===== config.mk =====
export PLATFORM = sky130hd
export DESIGN_NAME = queued_ascii_message_serializer
export DESIGN_NICKNAME = d
export VERILOG_FILES = /design/src/sv/qams_pkg.sv /design/src/sv/qams_ram.sv /design/src/sv/qams_queue.sv /design/src/sv/qams_ser.sv /design/src/sv/queued_ascii_message_serializer.sv
export SDC_FILE = /design/constraint.sdc
export NUM_CORES = 1
export LEC_CHECK = 0
export BUFFER_PORTS_ARGS = -buffer_cell sky130_fd_sc_hd__buf_2
export CORE_MARGIN = 4
export CORE_UTILIZATION = 40
export DETAILED_ROUTE_END_ITERATION = 8
export PLACE_DENSITY = 0.66
export SYNTH_ARGS = -nofsm -noshare
export SYNTH_HDL_FRONTEND = slang
export SYNTH_SLANG_ARGS = --single-unit

===== constraint.sdc =====
create_clock -name clk -period 13.1 [get_ports clk]
set_input_delay 1.31 -clock clk [delete_from_list [all_inputs] [get_ports clk]]
set_output_delay 1.31 -clock clk [all_outputs]
set_load 0.01 [all_outputs]

===== src/sv/qams_pkg.sv =====
package qams_pkg;

	// queue geometry and item layout
	localparam int QAMS_QUEUE_SLOTS = 8;
	localparam int QAMS_MSG_W       = 36;
	localparam int QAMS_ITEM_W      = 60;

	// item kinds carried on tuser
	localparam logic ACT_ENQ  = 1'b0;
	localparam logic ACT_TICK = 1'b1;

	// message types
	localparam logic [3:0] MT_ANIMAL   = 4'd0;
	localparam logic [3:0] MT_PRODUCTS = 4'd1;
	localparam logic [3:0] MT_SE       = 4'd2;
	localparam logic [3:0] MT_MR       = 4'd3;
	localparam logic [3:0] MT_F        = 4'd4;
	localparam logic [3:0] MT_MU       = 4'd5;
	localparam logic [3:0] MT_MD       = 4'd6;
	localparam logic [3:0] MT_ML       = 4'd7;
	localparam logic [3:0] MT_SS       = 4'd8;
	localparam logic [3:0] MT_SU       = 4'd9;

	// ascii characters
	localparam logic [7:0] CH_CR     = 8'h0D;
	localparam logic [7:0] CH_LF     = 8'h0A;
	localparam logic [7:0] CH_DOLLAR = 8'h24;
	localparam logic [7:0] CH_COLON  = 8'h3A;
	localparam logic [7:0] CH_ZERO   = 8'h30;
	localparam logic [7:0] CH_A      = 8'h41;
	localparam logic [7:0] CH_C      = 8'h43;
	localparam logic [7:0] CH_D      = 8'h44;
	localparam logic [7:0] CH_E      = 8'h45;
	localparam logic [7:0] CH_F      = 8'h46;
	localparam logic [7:0] CH_G      = 8'h47;
	localparam logic [7:0] CH_L      = 8'h4C;
	localparam logic [7:0] CH_M      = 8'h4D;
	localparam logic [7:0] CH_P      = 8'h50;
	localparam logic [7:0] CH_R      = 8'h52;
	localparam logic [7:0] CH_S      = 8'h53;
	localparam logic [7:0] CH_U      = 8'h55;
	localparam logic [7:0] CH_V      = 8'h56;

	// queue control and status between top and queue
	typedef struct packed {
		logic                   enq;
		logic                   deq;
		logic [QAMS_ITEM_W-1:0] item;
	} q_cmd_t;

	typedef struct packed {
		logic nonempty;
		logic enq_ok;
		logic space_after;
	} q_stat_t;

	// characters produced by one serializer tick
	typedef struct packed {
		logic       emit;
		logic       two;
		logic [7:0] c0;
		logic [7:0] c1;
	} ser_res_t;

	// pack an enqueue item into a stored message
	function automatic logic [QAMS_MSG_W-1:0] pack_msg(input logic [QAMS_ITEM_W-1:0] it);
		logic [3:0] mt;
		begin
			mt = it[3:0];
			if (mt == MT_ANIMAL) begin
				return {8'h00, it[27:4], mt};
			end else if (mt == MT_PRODUCTS) begin
				return {it[59:28], mt};
			end
			return {32'h0, mt};
		end
	endfunction

	// hundreds, tens, ones of an 8-bit value, one nibble each
	function automatic logic [11:0] to_bcd(input logic [7:0] v);
		logic [1:0]  h;
		logic [6:0]  u;
		logic [14:0] p;
		logic [3:0]  t;
		logic [3:0]  o;
		begin
			if (v >= 8'd200) begin
				h = 2'd2;
				u = 7'(v - 8'd200);
			end else if (v >= 8'd100) begin
				h = 2'd1;
				u = 7'(v - 8'd100);
			end else begin
				h = 2'd0;
				u = v[6:0];
			end
			// divide by ten through the reciprocal, exact below 100
			p = 15'(u) * 15'd205;
			t = p[14:11];
			o = 4'(u - 7'(t) * 7'd10);
			return {2'b00, h, t, o};
		end
	endfunction

	// character of a fixed command string, zero past its end
	function automatic logic [7:0] fixed_char(input logic [3:0] mt, input logic [2:0] ci);
		logic [7:0] l1;
		logic [7:0] l2;
		begin
			l1 = CH_S;
			l2 = CH_E;
			case (mt)
				MT_SE: begin l1 = CH_S; l2 = CH_E; end
				MT_MR: begin l1 = CH_M; l2 = CH_R; end
				MT_MU: begin l1 = CH_M; l2 = CH_U; end
				MT_MD: begin l1 = CH_M; l2 = CH_D; end
				MT_ML: begin l1 = CH_M; l2 = CH_L; end
				MT_SS: begin l1 = CH_S; l2 = CH_S; end
				MT_SU: begin l1 = CH_S; l2 = CH_U; end
				default: begin l1 = CH_F; l2 = CH_CR; end
			endcase
			if (mt == MT_F) begin
				case (ci)
					3'd0: return CH_F;
					3'd1: return CH_CR;
					3'd2: return CH_LF;
					default: return 8'h00;
				endcase
			end
			case (ci)
				3'd0: return l1;
				3'd1: return l2;
				3'd2: return CH_CR;
				3'd3: return CH_LF;
				default: return 8'h00;
			endcase
		end
	endfunction

	// animal kind letter
	function automatic logic [7:0] kind_char(input logic [7:0] k);
		begin
			case (k)
				8'd1: return CH_P;
				8'd2: return CH_C;
				8'd3: return CH_G;
				default: return CH_V;
			endcase
		end
	endfunction

endpackage


===== src/sv/qams_ram.sv =====
module qams_ram #(
	parameter int WIDTH = 36,
	parameter int DEPTH = 8
) (
	input  logic                     clk,
	input  logic                     we,
	input  logic [$clog2(DEPTH)-1:0] waddr,
	input  logic [WIDTH-1:0]         wdata,
	input  logic                     re,
	input  logic [$clog2(DEPTH)-1:0] raddr,
	output logic [WIDTH-1:0]         rdata
);

	logic [WIDTH-1:0] mem [DEPTH];

	// one write port, one registered read port
	always_ff @(posedge clk) begin
		if (we) begin
			mem[waddr] <= wdata;
		end
		if (re) begin
			rdata <= mem[raddr];
		end
	end

endmodule


===== src/sv/qams_queue.sv =====
module qams_queue import qams_pkg::*; #(
	parameter int QUEUE_SLOTS = QAMS_QUEUE_SLOTS
) (
	input  logic                  clk,
	input  logic                  arst_n,
	input  q_cmd_t                cmd,
	output q_stat_t               stat,
	output logic [QAMS_MSG_W-1:0] rd_data
);

	localparam int PW = $clog2(QUEUE_SLOTS);
	localparam logic [PW-1:0] LAST_SLOT = PW'(QUEUE_SLOTS - 1);

	logic [PW-1:0] wp_q;
	logic [PW-1:0] rp_q;
	logic [PW-1:0] wp_inc;
	logic [PW-1:0] wp_inc2;
	logic [PW-1:0] rp_inc;
	logic          do_enq;
	logic          do_deq;

	function automatic logic [PW-1:0] next_slot(input logic [PW-1:0] p);
		return (p == LAST_SLOT) ? '0 : PW'(p + 1'b1);
	endfunction

	// ring pointer arithmetic
	always_comb begin
		wp_inc  = next_slot(wp_q);
		wp_inc2 = next_slot(wp_inc);
		rp_inc  = next_slot(rp_q);
		stat.nonempty = (rp_q != wp_q);
		stat.enq_ok   = (wp_inc != rp_q);
		do_enq = cmd.enq && stat.enq_ok;
		do_deq = cmd.deq && stat.nonempty;
		// space as seen after this transfer
		if (do_enq) begin
			stat.space_after = (wp_inc2 != rp_q);
		end else if (do_deq) begin
			stat.space_after = (wp_inc != rp_inc);
		end else begin
			stat.space_after = (wp_inc != rp_q);
		end
	end

	always_ff @(posedge clk or negedge arst_n) begin
		if (!arst_n) begin
			wp_q <= '0;
			rp_q <= '0;
		end else begin
			if (do_enq) begin
				wp_q <= wp_inc;
			end
			if (do_deq) begin
				rp_q <= rp_inc;
			end
		end
	end

	// message store
	qams_ram #(
		.WIDTH(QAMS_MSG_W),
		.DEPTH(QUEUE_SLOTS)
	) u_ram (
		.clk  (clk),
		.we   (do_enq),
		.waddr(wp_q),
		.wdata(pack_msg(cmd.item)),
		.re   (do_deq),
		.raddr(rp_q),
		.rdata(rd_data)
	);

endmodule


===== src/sv/qams_ser.sv =====
module qams_ser import qams_pkg::*; (
	input  logic                  clk,
	input  logic                  arst_n,
	input  logic                  tick,
	input  logic                  load,
	input  logic [QAMS_MSG_W-1:0] load_msg,
	output logic                  busy,
	output ser_res_t              res
);

	logic [QAMS_MSG_W-1:0] cm_q;
	logic [2:0]            fs_q;
	logic [2:0]            ci_q;
	logic [11:0]           dd_q;
	logic                  busy_q;

	logic [QAMS_MSG_W-1:0] cm_n;
	logic [2:0]            fs_n;
	logic [2:0]            ci_n;
	logic [11:0]           dd_n;
	logic                  busy_n;

	logic [3:0]  mt;
	logic [7:0]  num_v;
	logic [11:0] bcd;
	logic [2:0]  ci_eff;
	logic [11:0] dd_eff;
	logic [3:0]  digit;
	logic        num_done;
	logic [7:0]  fx;

	assign busy = busy_q;

	// decimal field path shared by every number
	always_comb begin
		mt = cm_q[3:0];
		if (mt == MT_ANIMAL) begin
			num_v = cm_q[19:12];
		end else begin
			case (fs_q)
				3'd1: num_v = cm_q[11:4];
				3'd2: num_v = cm_q[19:12];
				3'd3: num_v = cm_q[27:20];
				default: num_v = cm_q[35:28];
			endcase
		end
		bcd = to_bcd(num_v);
		if (ci_q == 3'd0) begin
			dd_eff = bcd;
			if (bcd[11:8] != 4'd0) begin
				ci_eff = 3'd1;
			end else if (bcd[7:4] != 4'd0) begin
				ci_eff = 3'd2;
			end else begin
				ci_eff = 3'd3;
			end
		end else begin
			dd_eff = dd_q;
			ci_eff = ci_q;
		end
		case (ci_eff)
			3'd1: digit = dd_eff[11:8];
			3'd2: digit = dd_eff[7:4];
			default: digit = dd_eff[3:0];
		endcase
		num_done = (ci_eff < 3'd1) || (ci_eff > 3'd3);
		fx = fixed_char(mt, ci_q);
	end

	// one tick of the message sequencer
	always_comb begin
		cm_n   = cm_q;
		fs_n   = fs_q;
		ci_n   = ci_q;
		dd_n   = dd_q;
		busy_n = busy_q;
		res    = '0;
		if (load) begin
			cm_n   = load_msg;
			fs_n   = 3'd0;
			ci_n   = 3'd0;
			busy_n = 1'b1;
		end else if (tick) begin
			if (mt >= MT_SE) begin
				// fixed command strings
				if (mt <= MT_SU && ci_q < 3'd5 && fx != 8'h00) begin
					res.emit = 1'b1;
					res.c0   = fx;
					ci_n     = 3'(ci_q + 1'b1);
				end else begin
					busy_n = 1'b0;
					fs_n   = 3'd0;
					ci_n   = 3'd0;
				end
			end else if (fs_q == 3'd0) begin
				// record head, then one idle tick
				if (ci_q < 3'd3) begin
					res.emit = 1'b1;
					case (ci_q)
						3'd0: res.c0 = CH_D;
						3'd1: res.c0 = (mt == MT_ANIMAL) ? CH_A : CH_P;
						default: res.c0 = CH_COLON;
					endcase
					ci_n = 3'(ci_q + 1'b1);
				end else begin
					ci_n = 3'd0;
					fs_n = 3'd1;
				end
			end else if (mt == MT_ANIMAL && fs_q == 3'd1) begin
				res.emit = 1'b1;
				res.c0   = kind_char(cm_q[11:4]);
				fs_n     = 3'd2;
			end else if (mt == MT_ANIMAL && fs_q == 3'd2) begin
				res.emit = 1'b1;
				res.c0   = CH_DOLLAR;
				fs_n     = 3'd3;
			end else if (mt == MT_ANIMAL && fs_q == 3'd4) begin
				// status letter and line end, then one idle tick
				if (ci_q < 3'd3) begin
					res.emit = 1'b1;
					case (ci_q)
						3'd0: res.c0 = (cm_q[27:20] == 8'd0) ? CH_A : CH_S;
						3'd1: res.c0 = CH_CR;
						default: res.c0 = CH_LF;
					endcase
					ci_n = 3'(ci_q + 1'b1);
				end else begin
					busy_n = 1'b0;
					fs_n   = 3'd0;
					ci_n   = 3'd0;
				end
			end else if ((mt == MT_ANIMAL && fs_q == 3'd3) ||
				(mt == MT_PRODUCTS && fs_q <= 3'd4)) begin
				// decimal number, then its separator
				res.emit = 1'b1;
				if (!num_done) begin
					res.c0 = CH_ZERO + 8'(digit);
					ci_n   = 3'(ci_eff + 1'b1);
					dd_n   = dd_eff;
				end else begin
					ci_n = 3'd0;
					dd_n = dd_eff;
					if (mt == MT_PRODUCTS && fs_q == 3'd4) begin
						res.two = 1'b1;
						res.c0  = CH_CR;
						res.c1  = CH_LF;
						busy_n  = 1'b0;
						fs_n    = 3'd0;
					end else begin
						res.c0 = CH_DOLLAR;
						fs_n   = 3'(fs_q + 1'b1);
					end
				end
			end else begin
				busy_n = 1'b0;
				fs_n   = 3'd0;
				ci_n   = 3'd0;
			end
		end
	end

	always_ff @(posedge clk or negedge arst_n) begin
		if (!arst_n) begin
			fs_q   <= 3'd0;
			ci_q   <= 3'd0;
			busy_q <= 1'b0;
			dd_q   <= '0;
			cm_q   <= '0;
		end else begin
			fs_q   <= fs_n;
			ci_q   <= ci_n;
			busy_q <= busy_n;
			dd_q   <= dd_n;
			cm_q   <= cm_n;
		end
	end

endmodule


===== src/sv/queued_ascii_message_serializer.sv =====
// Queued ASCII message serializer. Input transfers with s_tuser low enqueue a
// message into a ring queue of QUEUE_SLOTS-1 usable slots; with s_tuser high
// they are transmitter-ready ticks, each of which either takes the oldest
// message when none is being sent or advances the one being sent. Every input
// transfer gives one output transfer, except the tick that closes a products
// record, which gives CR and then LF (m_tlast low on the CR). A tick that takes
// a message from the queue holds the input while the message loads through the
// registered read port of the queue memory, and the closing CR LF tick holds
// the input for the extra output transfer. A new item is taken in the cycle a
// waiting result leaves the output register.
module queued_ascii_message_serializer import qams_pkg::*; #(
	parameter int QUEUE_SLOTS = QAMS_QUEUE_SLOTS
) (
	input  logic        clk,
	input  logic        arst_n,
	input  logic        s_tvalid,
	output logic        s_tready,
	// msg_type[3:0], animal_kind[11:4], animal_number[19:12],
	// animal_status[27:20], count_milk[35:28], count_ham[43:36],
	// count_eggs[51:44], count_brush[59:52], zero[63:60]
	input  logic [63:0] s_tdata,
	// action[0]
	input  logic        s_tuser,
	output logic        m_tvalid,
	input  logic        m_tready,
	// tx_char[7:0], enqueue_accepted[8], queue_has_space[9], zero[15:10]
	output logic [15:0] m_tdata,
	// char_valid[0]
	output logic        m_tuser,
	output logic        m_tlast
);

	typedef enum logic [2:0] {
		ST_IDLE = 3'b001,
		ST_LOAD = 3'b010,
		ST_PEND = 3'b100
	} st_t;

	st_t st_q;
	st_t st_n;

	logic                  acc;
	logic                  is_tick;
	logic                  busy;
	logic                  fire;
	q_cmd_t                qcmd;
	q_stat_t               qstat;
	logic [QAMS_MSG_W-1:0] rd_msg;
	ser_res_t              res;

	logic       m_tvalid_q;
	logic [7:0] char_q;
	logic       cvalid_q;
	logic       enq_ok_q;
	logic       space_q;
	logic       last_q;
	logic [7:0] lf_q;

	assign s_tready = (st_q == ST_IDLE) && (!m_tvalid_q || m_tready);
	assign acc      = s_tvalid && s_tready;
	assign is_tick  = (s_tuser == ACT_TICK);
	assign fire     = acc && is_tick && busy;

	// queue command for this transfer
	always_comb begin
		qcmd.enq  = acc && !is_tick;
		qcmd.deq  = acc && is_tick && !busy;
		qcmd.item = s_tdata[QAMS_ITEM_W-1:0];
	end

	qams_queue #(
		.QUEUE_SLOTS(QUEUE_SLOTS)
	) u_queue (
		.clk    (clk),
		.arst_n (arst_n),
		.cmd    (qcmd),
		.stat   (qstat),
		.rd_data(rd_msg)
	);

	qams_ser u_ser (
		.clk     (clk),
		.arst_n  (arst_n),
		.tick    (fire),
		.load    (st_q == ST_LOAD),
		.load_msg(rd_msg),
		.busy    (busy),
		.res     (res)
	);

	// item sequencing
	always_comb begin
		st_n = st_q;
		unique case (st_q)
			ST_IDLE: begin
				if (qcmd.deq && qstat.nonempty) begin
					st_n = ST_LOAD;
				end else if (fire && res.two) begin
					st_n = ST_PEND;
				end
			end
			ST_LOAD: st_n = ST_IDLE;
			ST_PEND: begin
				if (m_tready) begin
					st_n = ST_IDLE;
				end
			end
			default: st_n = ST_IDLE;
		endcase
	end

	always_ff @(posedge clk or negedge arst_n) begin
		if (!arst_n) begin
			st_q       <= ST_IDLE;
			m_tvalid_q <= 1'b0;
		end else begin
			st_q <= st_n;
			if (acc || st_q == ST_PEND) begin
				m_tvalid_q <= 1'b1;
			end else if (m_tready) begin
				m_tvalid_q <= 1'b0;
			end
		end
	end

	// output register payload, second character held for the closing line feed
	always_ff @(posedge clk) begin
		if (acc) begin
			cvalid_q <= fire && res.emit;
			char_q   <= (fire && res.emit) ? res.c0 : 8'h00;
			enq_ok_q <= qcmd.enq && qstat.enq_ok;
			space_q  <= qstat.space_after;
			last_q   <= !(fire && res.two);
			lf_q     <= res.c1;
		end else if (st_q == ST_PEND && m_tready) begin
			char_q <= lf_q;
			last_q <= 1'b1;
		end
	end

	assign m_tvalid = m_tvalid_q;
	assign m_tdata  = {6'b000000, space_q, enq_ok_q, char_q};
	assign m_tuser  = cvalid_q;
	assign m_tlast  = last_q;

endmodule


==> qor.csv <==
stage;metric;value;unit
worst_setup_path;CP max-delay cell;dfrtp_1;
worst_setup_path;critical path fanouts, max;14;
worst_setup_path;Reg2Reg Depth;35;
timing;Relative slew margins;23.78;%
global_routing;largest net degree at the start of global routing;67;
clock_tree;post_cts resized;0;
route;mean number of vias per cell;5.447;
global_routing;first-pass GRT wire length;61.17;mm
worst_setup_path;worst path arrival time;10.13;ns
timing;highest clock rate;101.4;MHz
worst_setup_path;Most Frequent Cell on Critical Path;ha_1;
timing;Setup Viol. Count Final;0;
synthesis;cell area after synthesis;18360;sq um
route;via count;10640;
timing;worst-margin pin slew;1.131;ns
synthesis;YS warnings;0;
route;detailed-route DRC error count;0;
worst_hold_path;Min-Delay Path Depth;2;
worst_setup_path;crit end category;flip-flop;
timing;RSZ-0062 raised after global routing;false;
cells_and_area;share of post-route cells with drive strength above 1;22.16;%
worst_setup_path;Crit path required time;13.37;ns
run;maximum capacitance violations;0;
synthesis;Post-Synthesis Cells;1244;
synthesis;mean area per synthesized cell;14.76;sq um
clock_tree;clock net sink count;401;
clock_tree;CTS tree;yes;
worst_setup_path;CP peak stage delay;0.59;ns
route;wire length per cell;19.60;microns
route;First DRT Iteration DRCs;871;
clock_tree;H-Tree Depth;2;
place;Port-buffer cells;77;
timing;final period utilization;75.29;%
floorplan;Die Area;49390;sq um
worst_setup_path;Crit Reg-Reg Startpoint;u_ser.fs_q[2];
synthesis;register area share after synthesis;63.83;%
floorplan;effective utilization at floorplan;40.45;%
floorplan;Core ar.;45380;sq um
clock_tree;Root Driver;clkbuf_16;
place;HPWL after DPL;23.37;mm
clock_tree;cts hold-fix bufs;0;
synthesis;ys flop type;edfxtp_1;
worst_hold_path;Hold Path Class;flip-flop to flip-flop;
timing;final hold viol count;0;
cells_and_area;Layout area overhead;12.93;%
worst_setup_path;critical path startpoint category;flip-flop;
clock_tree;clk_lat worst skew;0.56;ns
global_routing;total track usage;15.42;%
synthesis;Synth Register Bits;401;
place;final RePlAce weighted congestion;0.9044;
route;antenna-violating nets left;0;
timing;clk_skew;0.01335;ns
clock_tree;clk slew on worst S/H paths;0.06;ns
floorplan;Horiz. Die Dim;222.2;microns
synthesis;Async SR Flop Fraction;16.21;%
route;WL final;38.31;mm
floorplan;Ports;89;
worst_hold_path;Worst Hold End;u_ser.cm_q[34];
clock_tree;post-CTS setup repair buffer count;0;
route;1st-pass router iterations;5;
global_routing;GRT Residual Overflow;0;
timing;Tmin final;9.864;ns
floorplan;chip height;222.2;microns
cells_and_area;nets@finish;1462;
floorplan;row cnt;78;
worst_setup_path;R2R Path End;char_q[1];
clock_tree;Max Buffers Root-to-Sink;3;
clock_tree;CTS buffer count;40;
status;outcome;completed;
cells_and_area;n_diodes;0;
synthesis;EDFF count, synth;336;
timing;Sum Neg Setup Slack;0;ns
worst_setup_path;crit path kind;flip-flop to flip-flop;
timing;Final Max Slew Viols;0;
worst_setup_path;reg2reg setup slack;3.24;ns
worst_hold_path;Min-Delay Startpoint;u_queue.u_ram.rdata[34];
synthesis;Cell variety after synth;78;
global_routing;initial antenna violation count;0;
global_routing;vias in the first global route;10770;
-- worst max-delay path by stage --
stage	slack, ns	cells past startpoint	to	startpoint
final	3.24	35	char_q[1]	u_ser.fs_q[2]
after global routing	2.29	41	char_q[1]	u_ser.fs_q[2]
after CTS	3.27	35	char_q[1]	u_ser.fs_q[2]
after detailed placement	3.30	35	char_q[1]	u_ser.fs_q[1]
after global placement	3.36	35	char_q[1]	u_ser.fs_q[1]
after floorplan	4.84	42	char_q[1]	u_ser.fs_q[1]
-- cell usage after synthesis (10+ instances only) --
cell type,number,area (sq um)
mux2_2,46,518.0
buf_1,10,37.54
mux4_2,72,1622
nor2_1,45,168.9
nor3_1,14,70.07
nor2b_1,16,100.1
a22o_1,26,227.7
nand3_1,16,80.08
a31oi_1,18,112.6
ha_1,58,725.7
inv_1,41,153.9
a21oi_1,41,205.2
and2_1,13,81.33
dfrtp_1,64,1602
nand2b_1,14,87.58
clkbuf_1,41,153.9
nand2_1,165,619.3
o21ai_0,51,255.2
edfxtp_1,336,10090
-- flip-flops by register name (all words and copies together), names as in the netlist --
name / count
u_ser.cm_q: 36
enq_ok_q: 1
lf_q: 1
u_queue.rp_q: 3
u_ser.ci_q: 3
u_queue.wp_q: 3
u_ser.dd_q: 12
m_tuser: 1
u_ser.fs_q: 3
char_q: 7
st_q: 3
u_ser.busy: 1
u_queue.u_ram.mem: 288
m_tlast: 1
m_tvalid: 1
u_queue.u_ram.rdata: 36
space_q: 1
-- worst max-delay path, delay by kind of cell, from the launching register on --
family,cells,cell delay [ns]
AOI/OAI and AO/OA,20,4.71
xor gates and xnor gates,1,0.40
adders and majority gates,8,2.74
buffers and inverters,1,0.23
DFF,1,0.59
muxes,1,0.40
and+or+nand+nor,4,0.49
-- layout by cell type, fill, tap and decap left out, types with 41 or more instances in the layout --
| cell | instances |
|---|---|
| edfxtp_1 | 336 |
| nand2_1 | 165 |
| buf_2 | 77 |
| mux4_2 | 72 |
| dfrtp_1 | 61 |
| ha_1 | 58 |
| o21ai_0 | 51 |
| mux2_2 | 46 |
| clkbuf_16 | 42 |
| inv_1 | 41 |
| a21oi_1 | 41 |
-- kinds of logic after synthesis --
group,synth area share (%)
other,0.02043
AOI/OAI and AO/OA,8.172
and+or+nand+nor,7.872
muxes,11.82
DFF,63.83
xor gates and xnor gates,0.9747
buffers and inverters,2.379
adders and majority gates,4.935
-- through the flow --
step                cells  hold slack (ns)  worst slack [ns]  instance area [sq um]  util (%)
detailed placement   1884           0.4250             3.302                  19470     42.91
floorplan            1250           0.4146             4.844                  18380         -
global route         1954           0.4581             2.295                  20730     45.68
finish               1954           0.4386             3.236                  20730     45.68
CTS                  1954           0.4411             3.265                  20730     45.68
global placement     1884           0.4200             3.360                  19470     42.91
-- per-layer routing --
| metal | vias to the layer above | share of wire [%] | global-route usage (%) |
|---|---|---|---|
| met1 | 5382 | 44 | 21.41 |
| met3 | 57 | 4.4 | 2.286 |
| met5 | - | 0 | 0 |
| met4 | 0 | 2.2 | 4.562 |
| met2 | 278 | 49 | 25.49 |
| li1 | 4926 | - | - |
-- area by class of cell --
type | count | area, sq um
multi-input combinational | 744 | 6311
clock buffer | 51 | 1105
clock inverter | 19 | 151.4
timing repair buffer | 96 | 528.0
sequential | 401 | 11720
fill | 3959 | 24650
tap | 600 | 750.7
inverter | 43 | 161.4
Power is not shown: default switching activity piles up to over one toggle a cycle in this logic, so the estimate is an artifact.
